**src/rtl/vrp_pkg.sv**
```systemverilog
`default_nettype none
package vrp_pkg;

	localparam int unsigned NumDivCells = 24;

	typedef enum logic [2:0] {
		REG_COS_PITCH  = 3'd0,
		REG_SIN_PITCH  = 3'd1,
		REG_COS_YAW    = 3'd2,
		REG_SIN_YAW    = 3'd3,
		REG_CAMERA     = 3'd4,
		REG_GAIN_X     = 3'd5,
		REG_GAIN_Y     = 3'd6,
		REG_NONE       = 3'd7
	} reg_idx_t;

	typedef struct packed {
		logic signed [7:0] model_x;
		logic signed [7:0] model_y;
		logic signed [7:0] model_z;
		logic              end_of_object;
	} vertex_t;

	typedef struct packed {
		logic signed [15:0] screen_x;
		logic signed [15:0] screen_y;
		logic signed [15:0] rotated_depth;
		logic               depth_zero;
		logic               last_vertex;
	} result_t;

	typedef struct packed {
		logic signed [15:0] cos_pitch;
		logic signed [15:0] sin_pitch;
		logic signed [15:0] cos_yaw;
		logic signed [15:0] sin_yaw;
		logic signed [15:0] camera_distance;
		logic signed [15:0] gain_x;
		logic signed [15:0] gain_y;
	} cfg_t;

	// numerator shifts out at the top while quotient bits shift in below
	typedef struct packed {
		logic [23:0] nq;
		logic [9:0]  rem;
		logic        neg;
	} div_lane_t;

	typedef struct packed {
		logic [10:0]        dmag;
		logic signed [15:0] depth;
		logic               zero;
		logic               last;
	} div_side_t;

endpackage
`default_nettype wire

```
**src/rtl/vrp_div_cell.sv**
```systemverilog
`default_nettype none
module vrp_div_cell (
	input  wire logic                     clk,
	input  wire logic                     arst_n,
	input  wire logic                     en,
	input  wire logic                     valid_i,
	input  wire vrp_pkg::div_side_t       side_i,
	input  wire vrp_pkg::div_lane_t [1:0] lane_i,
	output logic                          valid_q,
	output vrp_pkg::div_side_t            side_q,
	output vrp_pkg::div_lane_t [1:0]      lane_q
);
	import vrp_pkg::*;

	div_lane_t [1:0] lane_d;
	logic [10:0]     r2;
	logic            ge;

	// one restoring step per lane
	always_comb begin
		for (int i = 0; i < 2; i++) begin
			r2 = {lane_i[i].rem, lane_i[i].nq[23]};
			ge = (r2 >= side_i.dmag);
			lane_d[i].rem = ge ? 10'(r2 - side_i.dmag) : r2[9:0];
			lane_d[i].nq  = {lane_i[i].nq[22:0], ge};
			lane_d[i].neg = lane_i[i].neg;
		end
	end

	always_ff @(posedge clk or negedge arst_n) begin
		if (!arst_n) begin
			valid_q <= 1'b0;
		end else if (en) begin
			valid_q <= valid_i;
		end
	end

	always_ff @(posedge clk) begin
		if (en) begin
			side_q <= side_i;
			lane_q <= lane_d;
		end
	end
endmodule
`default_nettype wire

```
**config.mk**
```make
export PLATFORM = sky130hd
export DESIGN_NAME = vrp_div_cell
export DESIGN_NICKNAME = d
export VERILOG_FILES = /design/src/rtl/vrp_pkg.sv /design/src/rtl/vrp_div_cell.sv
export SDC_FILE = /design/constraint.sdc
export NUM_CORES = 1
export LEC_CHECK = 0
export BUFFER_PORTS_ARGS = -buffer_cell sky130_fd_sc_hd__buf_4
export CORE_MARGIN = 8
export CORE_UTILIZATION = 45
export DETAILED_ROUTE_END_ITERATION = 8
export PLACE_DENSITY = 0.8
export SLEW_MARGIN = 20
export SYNTH_ARGS = -nofsm -noshare
export SYNTH_HDL_FRONTEND = slang
export SYNTH_SLANG_ARGS = --single-unit
```
**constraint.sdc**
```tcl
create_clock -name clk -period 0.9 [get_ports clk]
set_clock_uncertainty 0.05 [all_clocks]
set_input_delay 0.045 -clock clk [delete_from_list [all_inputs] [get_ports clk]]
set_output_delay 0.045 -clock clk [all_outputs]
set_load 0.1 [all_outputs]
```
==> impl_metrics.yaml <==
power:
  power_density_nw_per_um2: 1880
  power_leakage_nw: 3.74
  ir_drop_mv: 1.26
  finalPower_mw: 16.2
placement:
  post_dp_cell_area_sq_um: 6770
  dp_hpwl_microns: 11300
  place.gp.congestion: 0.872
  port_buffers: 202
final_layout:
  layout.cells.most_common: "buf_4"
  nNetsFinal: 786
  multiInputGateArea_sq_um: 1610
  fin_util: 0.929
  area_growth_pct: 99.8
  seqCellArea_sq_um: 3000
  nFillCells: 266
  layout_common_cells: "172 x buf_4, 110 x buf_6, 99 x edfxtp_1, 87 x dlygate4sd3_1, 14 x mux2_4"
  finalInstanceArea_sq_um: 8620
  layout-drive-gt1-share: 0.563
sta:
  tns_ns: -41.89
  min_period_ns: 1.99
  whs_ns: -0.0274
  setup_viol: 123
  fmax_mhz: 503
  max-slew-margin-rel: 0.699
  final-hold-violation-count: 2
  layout_worst_path_cycle_share: 2.21
  rsz0062_at_grt: "true"
  maxSlewViolCount: 0
  worst_slew_pin_slew_ns: 0.451
  layout_setup_ws_ns: -1.09
synthesis:
  synth.avg_cell_area_sq_um: 15.8
  yosysTopAreaCellShare: 0.689
  synth_top_cell_by_area: "edfxtp_1"
  synth_cell_types: 42
  synth.cell_area_sq_um: 4320
  ys_ff_latch: 100
  yosys-top-cells-area: "edfxtp_1 69%, ha_1 6.4%, mux2_2 4.2%, inv_1 1.9%, a21o_1 1.4%"
  synth-warning-count: 0
  syn_inst: 274
  yosysSeqAreaShare: 0.694
  syn_nets: 401
cts:
  postCtsHoldBufs: 87
  cts_buffers: 9
  path_clk_slew_ns: 0.11
  clockBufferDepth: 2
  htreeDepth: 3
  cts_tree: "built"
  cts_root_buffer: "clkbuf_8"
  clock_sinks: 100
  worstSkewPairLatency_ns: 0.39
critical_path:
  worstPathRequired_ns: 0.99
  worst-path-max-fanout: 2
  worstPathCellList: "buf_4, inv_4, ha_4, inv_2, fa_2, a211oi_4, buf_4, o21bai_4, a21oi_2, xnor2_1, mux2_4"
  endpoint_kind: "flip-flop"
  crit_family: "compound AO/OA/AOI/OAI gates"
  crit_buf_inv: 4
  path_class: "in2reg"
  critPathLaunchType: "primary input"
  cp_common_cell: "buf_4"
  cp.arrival_ns: 2.08
  crit_slowest_cell: "fa_2"
  critPathMaxStageDelay_ns: 0.40
floorplan:
  rows: 35
  die_h_microns: 114
  die_x_microns: 114
  core-area_sq_um: 9280
  ios: 203
  start_util: 0.465
  die_area_sq_um: 13000
drt:
  via_per_inst: 6.05
  drt_iter0_markers: 617
  firstDrtPassIters: 6
  wl_microns: 25700
  vias: 4837
  drc_errors: 0
  ant_nets: 0
  drt-wirelength-per-cell_microns: 32.1
run:
  maxCapViolations: 0
global_routing:
  grt_pass1_wl_microns: 29300
  grtUsageTotal: 0.306
  grt_max_degree: 27
  gr-total-overflow: 0
  grt_pass1_vias: 4641
  antenna_found_initial: 5
hold_path:
  hold_path.class: "in2reg"
outcome:
  violations: "negative hold slack, negative setup slack"
  outcome: "finished with violations"
## timing repair
item / in CTS / in global routing
pin swaps: 20 / 12
endpoints found under the hold margin: 90 / 3
setup buffers: 6 / 5
setup endpoints to repair: 123 / 123
resized for setup: 147 / 30
## worst paths after layout
path	start	end	slack, ns	cells past startpoint
worst max register to register	valid_q	valid_q	-0.04	1
worst min register to register	valid_q	valid_q	0.58	1
worst min-delay path	lane_i[43]	lane_q[44]	-0.03	2
max in group asynchronous	arst_n	valid_q	0.12	3
min in group asynchronous	arst_n	valid_q	0.56	3
worst max-delay path	lane_i[34]	lane_q[7]	-1.09	11
## area by class of cell
cell class                 instances  area share
sequential                       100       0.348
clock inverter                     6     0.00667
timing repair buffer             377       0.411
inverter                          22      0.0123
antenna                            7     0.00203
clock buffer                      10      0.0148
tap                              129      0.0187
multi-input combinational        149       0.187
## stage by stage
| stage | std cells | worst slack, ns | hold WS, ns |
|---|---|---|---|
| global route | 799 | -1.08 | -0.0304 |
| CTS | 789 | -0.879 | -0.0413 |
| floorplan | 274 | -1.16 | -0.301 |
| finish | 800 | -1.09 | -0.0274 |
| detailed placement | 680 | -1.38 | -0.226 |
| global placement | 680 | -1.29 | -0.229 |
## routing by layer
layer / up-vias / global-route usage / share of wire
met5: - / 0 / 0
met4: 0 / 0.114 / 0.081
met3: 166 / 0.0977 / 0.13
met2: 539 / 0.541 / 0.47
met1: 2286 / 0.337 / 0.32
li1: 1846 / - / -
## cell families after synthesis
| kind of cell | count (synthesis) | share of synthesized area |
|---|---|---|
| simple gates | 53 | 0.0629 |
| flops | 100 | 0.694 |
| buf+inv | 25 | 0.0217 |
| fa+ha+maj | 24 | 0.0730 |
| xor+xnor | 8 | 0.0162 |
| mux | 19 | 0.0487 |
| compound gates | 45 | 0.0829 |
## sequential cells by signal (all words and copies together) (netlist names)
signal and flops:
lane_q 70, side_q 29, valid_q 1
## power breakdown
group / switching (mW) / leakage [nW] / total, mW / internal [mW]
Combinational: 4.80 / 2.67 / 7.25 / 2.45
Clock: 1.96 / 0.0945 / 3.03 / 1.07
Sequential: 0.299 / 0.980 / 5.94 / 5.64
Total: 7.06 / 3.74 / 16.2 / 9.16
## synth_stat cells, drive strengths merged
cell,number
edfxtp,99
ha,22
inv,22
mux2,16
nor2,12
nand2,11
a21oi,10
nand3,9
a21o,8
nand4,5
nor3,5
a31oi,4
o21a,4
xnor2,4
xor2,4
clkbuf,3
mux2i,3
o21bai,3
fa,2
nand3b,2
nor2b,2
o2111ai,2
o21ai,2
o221a,2
or4,2
a211o,1
a211oi,1
a21boi,1
a221o,1
a221oi,1
a311o,1
a311oi,1
a31o,1
a32o,1
and3,1
and4b,1
dfrtp,1
nand2b,1
nor4b,1
o32a,1
or4b,1
Note: power is estimated with default switching activity, not from simulation.
