File: src/rtl/vrp_pkg.sv
`default_nettype none
package vrp_pkg;

	localparam int unsigned NumDivCells = 24;

	typedef enum logic [2:0] {
		REG_COS_PITCH  = 3'd0,
		REG_SIN_PITCH  = 3'd1,
		REG_COS_YAW    = 3'd2,
		REG_SIN_YAW    = 3'd3,
		REG_CAMERA     = 3'd4,
		REG_GAIN_X     = 3'd5,
		REG_GAIN_Y     = 3'd6,
		REG_NONE       = 3'd7
	} reg_idx_t;

	typedef struct packed {
		logic signed [7:0] model_x;
		logic signed [7:0] model_y;
		logic signed [7:0] model_z;
		logic              end_of_object;
	} vertex_t;

	typedef struct packed {
		logic signed [15:0] screen_x;
		logic signed [15:0] screen_y;
		logic signed [15:0] rotated_depth;
		logic               depth_zero;
		logic               last_vertex;
	} result_t;

	typedef struct packed {
		logic signed [15:0] cos_pitch;
		logic signed [15:0] sin_pitch;
		logic signed [15:0] cos_yaw;
		logic signed [15:0] sin_yaw;
		logic signed [15:0] camera_distance;
		logic signed [15:0] gain_x;
		logic signed [15:0] gain_y;
	} cfg_t;

	// numerator shifts out at the top while quotient bits shift in below
	typedef struct packed {
		logic [23:0] nq;
		logic [9:0]  rem;
		logic        neg;
	} div_lane_t;

	typedef struct packed {
		logic [10:0]        dmag;
		logic signed [15:0] depth;
		logic               zero;
		logic               last;
	} div_side_t;

endpackage
`default_nettype wire

File: src/rtl/vrp_cfg.sv
`default_nettype none
module vrp_cfg (
	input  wire logic        clk,
	input  wire logic        arst_n,
	input  wire logic        psel,
	input  wire logic        penable,
	input  wire logic        pwrite,
	input  wire logic [4:0]  paddr,
	input  wire logic [31:0] pwdata,
	output logic [31:0]      prdata,
	output logic             pready,
	output vrp_pkg::cfg_t    cfg
);
	import vrp_pkg::*;

	cfg_t     cfg_q;
	reg_idx_t idx;
	logic     wr;

	assign idx    = reg_idx_t'(paddr[4:2]);
	assign wr     = psel && penable && pwrite;
	assign pready = 1'b1;
	assign cfg    = cfg_q;

	always_ff @(posedge clk or negedge arst_n) begin
		if (!arst_n) begin
			cfg_q.cos_pitch       <= 16'sd256;
			cfg_q.sin_pitch       <= 16'sd0;
			cfg_q.cos_yaw         <= 16'sd256;
			cfg_q.sin_yaw         <= 16'sd0;
			cfg_q.camera_distance <= 16'sd0;
			cfg_q.gain_x          <= 16'sd256;
			cfg_q.gain_y          <= 16'sd256;
		end else if (wr) begin
			case (idx)
				REG_COS_PITCH: cfg_q.cos_pitch       <= pwdata[15:0];
				REG_SIN_PITCH: cfg_q.sin_pitch       <= pwdata[15:0];
				REG_COS_YAW:   cfg_q.cos_yaw         <= pwdata[15:0];
				REG_SIN_YAW:   cfg_q.sin_yaw         <= pwdata[15:0];
				REG_CAMERA:    cfg_q.camera_distance <= pwdata[15:0];
				REG_GAIN_X:    cfg_q.gain_x          <= pwdata[15:0];
				REG_GAIN_Y:    cfg_q.gain_y          <= pwdata[15:0];
				default: ;
			endcase
		end
	end

	always_comb begin
		case (idx)
			REG_COS_PITCH: prdata = {{16{cfg_q.cos_pitch[15]}}, cfg_q.cos_pitch};
			REG_SIN_PITCH: prdata = {{16{cfg_q.sin_pitch[15]}}, cfg_q.sin_pitch};
			REG_COS_YAW:   prdata = {{16{cfg_q.cos_yaw[15]}}, cfg_q.cos_yaw};
			REG_SIN_YAW:   prdata = {{16{cfg_q.sin_yaw[15]}}, cfg_q.sin_yaw};
			REG_CAMERA:    prdata = {{16{cfg_q.camera_distance[15]}}, cfg_q.camera_distance};
			REG_GAIN_X:    prdata = {{16{cfg_q.gain_x[15]}}, cfg_q.gain_x};
			REG_GAIN_Y:    prdata = {{16{cfg_q.gain_y[15]}}, cfg_q.gain_y};
			default:       prdata = 32'd0;
		endcase
	end
endmodule
`default_nettype wire

File: config.mk
export PLATFORM = sky130hd
export DESIGN_NAME = vrp_cfg
export DESIGN_NICKNAME = d
export VERILOG_FILES = /design/src/rtl/vrp_pkg.sv /design/src/rtl/vrp_cfg.sv
export SDC_FILE = /design/constraint.sdc
export NUM_CORES = 1
export LEC_CHECK = 0
export BUFFER_PORTS_ARGS = -buffer_cell sky130_fd_sc_hd__buf_4
export CAP_MARGIN = 10
export CORE_MARGIN = 2
export CORE_UTILIZATION = 30
export DETAILED_ROUTE_END_ITERATION = 7
export HOLD_SLACK_MARGIN = 0.08
export SYNTH_ARGS = -nofsm -noshare
export SYNTH_HDL_FRONTEND = slang
export SYNTH_SLANG_ARGS = --single-unit
File: constraint.sdc
create_clock -name clk -period 4.3 [get_ports clk]
set_input_delay 0.86 -clock clk [delete_from_list [all_inputs] [get_ports clk]]
set_output_delay 0.86 -clock clk [all_outputs]
set_load 0.1 [all_outputs]
==> results of run 1 <==
-- metal layers --
metal,vias up,track usage,wire length [um]
met5,-,0,0
met4,0,0.0527,225
met3,18,0.0396,1000
met2,126,0.283,7780
met1,1935,0.198,6270
li1,1697,-,-
-- placed cells by master (no fill, tap or decap), drive strengths merged, types with 4 or more instances in the layout --
cell | synthesis | final
a222oi | 9 | 9
buf | 36 | 178
clkbuf | 7 | 12
mux2 | 128 | 128
nand3 | 5 | 5
dfstp | 4 | 4
nand3b | 10 | 10
o21a | 15 | 15
o21ai | 9 | 9
nor2 | 5 | 5
nand2 | 6 | 6
dfrtp | 108 | 108
o221ai | 7 | 7
mux2i | 21 | 21
-- cells by family after synthesis --
logic type,synth area share
buffers and inverters,0.0493
muxes,0.317
DFF,0.531
AOI/OAI and AO/OA,0.0594
other,0.000710
and+or+nand+nor,0.0424
-- layout make-up --
cell class,instances,area (um^2)
clock buffers,12,246
clock inverters,3,18.8
fillers,1647,10300
inverters,1,3.75
multi-input cells,229,2230
flip-flops and latches,112,2810
well taps,225,282
repair buffers,178,1350
-- power groups by stage --
stage                     Sequential, W  Clock, W  Combinational [W]
after floorplan                 0.00293         0           0.000822
after global placement          0.00145         0            0.00286
after detailed placement        0.00146         0            0.00287
after CTS                       0.00144  0.000805            0.00287
after global routing            0.00147  0.000844            0.00293
final                           0.00144  0.000775            0.00285
-- worst max-delay path: cells and delay by family --
| family | cells | cell delay, ns |
|---|---|---|
| buffers and inverters | 2 | 0.66 |
| AO/OA/AOI/OAI | 2 | 0.76 |
| AND/OR/NAND/NOR | 1 | 0.41 |
-- per-stage QoR --
stage | worst slack, ns | util | total power, W | hold slack, ns
finish | 0.725 | 0.402 | 0.00507 | 0.527
global route | 0.563 | 0.402 | 0.00524 | 0.545
CTS | 0.666 | 0.402 | 0.00512 | 0.530
detailed placement | 0.681 | 0.387 | 0.00433 | 0.515
global placement | 0.697 | 0.387 | 0.00430 | 0.501
floorplan | 0.121 | - | 0.00375 | 0.564
-- worst paths after layout --
kind | startpoint | slack, ns | cells past startpoint | end
hold / removal | cfg[105] | 0.53 | 1 | cfg[105]
max in group asynchronous | arst_n | 2.90 | 2 | cfg[72]
hold reg to reg | cfg[105] | 0.53 | 1 | cfg[105]
setup reg to reg | cfg[111] | 3.46 | 1 | cfg[111]
min in group asynchronous | arst_n | 0.58 | 1 | cfg[32]
setup / recovery | paddr[3] | 0.72 | 5 | prdata[24]
==> impl_results.md, run 1 <==
- Status: completed
- # rows: 48
- Worst-Skew Late Latency: 0.35 ns
- Flip-flop count of the largest register after layout: 112
- First-pass GRT wire length: 22500 um
- YS warnings: 0
- Core area: 0.0172 mm^2
- Antenna violations before repair: 0
- Flops & latches, synth: 112
- Initial DRT Pass Iterations: 7
- Pwr dens: 731 mW/mm^2
- Final setup viols: 0
- Post-route cell area: 0.00693 mm^2
- Max-cap viol count: 0
- Cell-internal power: 0.00225 W
- Root Driver: clkbuf_16
- Synthesized Nets: 427
- CP most frequent cell: buf_4
- Synth cell count leaders: mux2_2 (117), dfrtp_1 (108), mux2i_1 (21), buf_4 (19), o21a_1 (15)
- Power share of the combinational group: 0.563
- Worst EP required: 3.44 ns
- Setup Total Neg Slack: 0 ns
- CTS Hold Buffers Added: 0
- HPWL after DPL: 10400 um
- Clock skew: 0 ns
- CTS buffer count: 9
- Clk network pwr share: 0.153
- Number of buffers added on ports: 167
- Asr flop ratio synth: 1.00
- Seq/Total Area, Yosys: 0.531
- RSZ-0062 raised after global routing: no
- Resize count post-CTS: 0
- Post-synth EDFFs: 0
- Worst hold path type: reg -> reg
- Max Fclk: 0.280 GHz
- Final worst-path cycle share: 0.831
- CTS tree: done
- Fin nets: 573
- Drt first-iter violations: 182
- Crit-path cells: buf_4 -> and3b_1 -> a222oi_1 -> o21ai_2 -> buf_4
- Total GRT Usage: 0.163
- Count leader, synth: mux2_2
- DRC errors left: 0
- Synth top area share: 0.511
- Largest net degree at the start of global routing: 58
- CP Capture Type: output port
- Post-CTS Setup Bufs: 0
- H-tree Lvls: 3
- Die Area: 0.0187 mm^2
- Clock Tree Buf Depth: 2
- Via count: 3776
- Seq pwr share: 0.284
- Vias in the first global route: 3756
- Final Hold Viols: 0
- Slew headroom: 0.280
- Num Clock Sinks: 112
- Overall routed net length: 15300 um
- Die H: 137 um
- Syn Inst Count: 385
- P_sw: 0.00282 W
- Via density per instance: 4.97
- Clock transition at the registers of the reported paths: 0.07 ns
- Initial Util: 0.307
- Worst-Margin Slew: 1.08 ns
- Leakage: 3.31 nW
- Pins Over Slew Limit: 0
- Area growth, synth to finish: 31.2%
- Synthesized area: 0.00528 mm^2
- Post-DR wirelength/cell: 20.1 um
- Non-filler cells, final: 760
- Cell variety after synth: 30
- Grt ovf: 0
- Syn avg cell area: 13.7 um^2
- Synth area leaders: dfrtp_1 (51%), mux2_2 (25%), mux2i_1 (4.0%)
- Critical path's slowest cell: a222oi_1
- CP Data Arrival Time: 2.72 ns
- Routed Antenna Nets: 0
- Most used DFF post-synth: dfrtp_1
- Crit Path Category: in -> out
- Share of cells above drive strength 1: 0.596
- Antenna cells: 0
- # IOs: 187
- Synth area leader: dfrtp_1
- Die Wd: 137 um
- Sw frac: 0.556
- Worst setup SP type: input pin
- Post-Place Cells: 745
- CP max FO: 33
- Global placement routability congestion: 0.735
- Post-route minimum period: 3.58 ns
- Area after DPL: 0.00667 mm^2
- CP peak stage delay: 0.49 ns
- Max VDD drop: 389 uV
(Power assumes the default switching activity.)
==> inputs of run 2 (changes only) <==
--- a/config.mk
+++ b/config.mk
@@ -5,6 +5,7 @@
 export SDC_FILE = /design/constraint.sdc
 export NUM_CORES = 1
 export LEC_CHECK = 0
+export ABC_AREA = 1
 export BUFFER_PORTS_ARGS = -buffer_cell sky130_fd_sc_hd__buf_4
 export CAP_MARGIN = 10
 export CORE_MARGIN = 2
==> constraint.sdc (replaced) <==
create_clock -name clk -period 3.7 [get_ports clk]
set_input_delay 0.74 -clock clk [delete_from_list [all_inputs] [get_ports clk]]
set_output_delay 0.74 -clock clk [all_outputs]
set_load 0.1 [all_outputs]
==> impl_results.md, run 2 <==
- Clock skew: 0 ns
- Commonest non-fill, non-tap cell in the layout: nand2_1
- Syn Inst Count: 748
- XOR/XNOR Fraction of Synth Area: 0
- Post-Synth Simple-Gate Area: 0.340
- Synthesized area: 0.00591 mm^2
- Synthesized Nets: 790
- Critical R2R Launch: cfg[24]
- Total power draw: 0.00598 W
- Commonest non-fill, non-tap cells in the layout: nand2_1 (272), buf_4 (176), o21ai_0 (108), dfrtp_1 (108), nand4_1 (64)
- Post-DR wirelength/cell: 18.3 um
- Die Wd: 144 um
- Die Area: 0.0208 mm^2
- Die H: 144 um
- Largest net degree at the start of global routing: 61
- Pwr dens: 802 mW/mm^2
- Final Hold Viols: 0
- Initial DRT Pass Iterations: 5
- CTS tree: done
- Status: completed
- Pins Over Slew Limit: 0
- Slew headroom: 0.254
- Fin nets: 906
- Largest family of logic cells by synthesized area: simple AND/OR/NAND/NOR gates
- Routed Antenna Nets: 0
- Post-synth EDFFs: 0
- Area growth, synth to finish: 26.4%
- CP Capture Type: output port
- Post-synthesis compound-gate area fraction: 0.0949
- Synth top area share: 0.458
- DRC errors left: 0
- Worst hold path type: in -> async
- Overall routed net length: 20800 um
- Worst EP required: 2.96 ns
- Setup Total Neg Slack: 0 ns
- Via count: 5590
- Worst setup SP type: input pin
- Max-cap viol count: 0
- First-pass GRT wire length: 31600 um
- Clock transition at the registers of the reported paths: 0.07 ns
- Post-route minimum period: 3.14 ns
- Synth area leader: dfrtp_1
- Vias in the first global route: 5211
- Final worst-path cycle share: 0.847
- Total GRT Usage: 0.201
- Leakage: 3.99 nW
- Max Fclk: 0.319 GHz
- Grt ovf: 0
- Worst hold margin: 0.425 ns
- Clock Tree Buf Depth: 2
- # rows: 51
- H-tree Lvls: 3
- Resize count post-CTS: 0
- Synth Area in Adders: 0
- CTS buffer count: 9
- Number of buffers added on ports: 167
- RSZ-0062 raised after global routing: no
- R2R Path End: cfg[24]
- Antenna violations before repair: 0
- CP max FO: 34
- CTS Hold Buffers Added: 0
- Synth area leaders: dfrtp_1 (46%), nand2_1 (17%), o21ai_0 (9.2%)
- Flops & latches, synth: 112
- YS warnings: 0
- Via density per instance: 4.93
- Most used DFF post-synth: dfrtp_1
- Root Driver: clkbuf_16
- Initial Util: 0.304
- Antenna cells: 0
- R2R Setup Slk: 2.92 ns
- Number of fill cells: 2054
- Drt first-iter violations: 522
- Crit Path Category: in -> out
- Global placement routability congestion: 0.796
- Worst-Margin Slew: 1.12 ns
- Flip-flop count of the largest register after layout: 112
- R2R depth: 2
- Cell variety after synth: 22
- HPWL after DPL: 14400 um
- Max VDD drop: 342 uV
- Worst-Skew Late Latency: 0.35 ns
- Num Clock Sinks: 112
- Mux share of post-synthesis cell area: 0
- CP Data Arrival Time: 2.40 ns
- Core area: 0.0194 mm^2
- Final setup viols: 0
- Synth cell count leaders: nand2_1 (272), dfrtp_1 (108), o21ai_0 (108), nand4_1 (64), nor2_1 (48)
- Share of cells above drive strength 1: 0.247
- Count leader, synth: nand2_1
- # IOs: 187
- Syn avg cell area: 7.90 um^2
- Asr flop ratio synth: 1.00
- Seq/Total Area, Yosys: 0.475
- Post-CTS Setup Bufs: 0
## run 2: metrics by stage
step                      utilization  cell area, um^2  worst slack (ns)  instances
final                           0.385             7460             0.564       1133
after global routing            0.385             7460             0.421       1133
after CTS                       0.385             7460             0.546       1133
after detailed placement        0.368             7140             0.554       1118
after global placement          0.368             7140             0.606       1118
after floorplan                     -             5910             0.131        748
## run 2: worst max path at each step
stage | from | endpoint | slack, ns | cells after the start
finish | paddr[2] | prdata[24] | 0.56 | 7
floorplan | paddr[3] | prdata[16] | 0.13 | 8
global placement | paddr[4] | prdata[31] | 0.61 | 7
CTS | paddr[4] | prdata[17] | 0.55 | 7
detailed placement | paddr[4] | prdata[17] | 0.55 | 7
global route | paddr[4] | prdata[17] | 0.42 | 7
## run 2: layer usage
layer	part of all wire	global-route usage
met5	0	0
met4	0.016	0.0588
met3	0.077	0.0447
met2	0.45	0.302
met1	0.46	0.290
## run 2: area by class of cell
class	instances	area [um^2]	share of cell area
tap	265	332	0.0444
clock inverter	3	65.1	0.00872
clock buffer	12	256	0.0344
sequential	112	2810	0.376
timing repair buffer	177	1340	0.180
inverter	19	78.8	0.0106
multi-input combinational	545	2580	0.346
## run 2: logic make-up (layout without fill, tap and decap cells)
logic type | after synthesis | count (layout)
other | 1 | 1
flip-flops | 112 | 112
AO/OA/AOI/OAI | 112 | 112
AND/OR/NAND/NOR | 432 | 432
buffers and inverters | 91 | 211
## run 2: worst max-delay path: stages
cell	delay (ns)
buf_4	0.22
inv_4	0.35
nand4_1	0.14
nand2_1	0.12
nor2_1	0.07
nand2_1	0.36
buf_4	0.38
## run 2: where the power goes
group	switching (W)	internal [W]	total [W]
Sequential	0.000206	0.00147	0.00167
Clock	0.000459	0.000627	0.00109
Combinational	0.00271	0.000518	0.00323
Total	0.00337	0.00261	0.00598
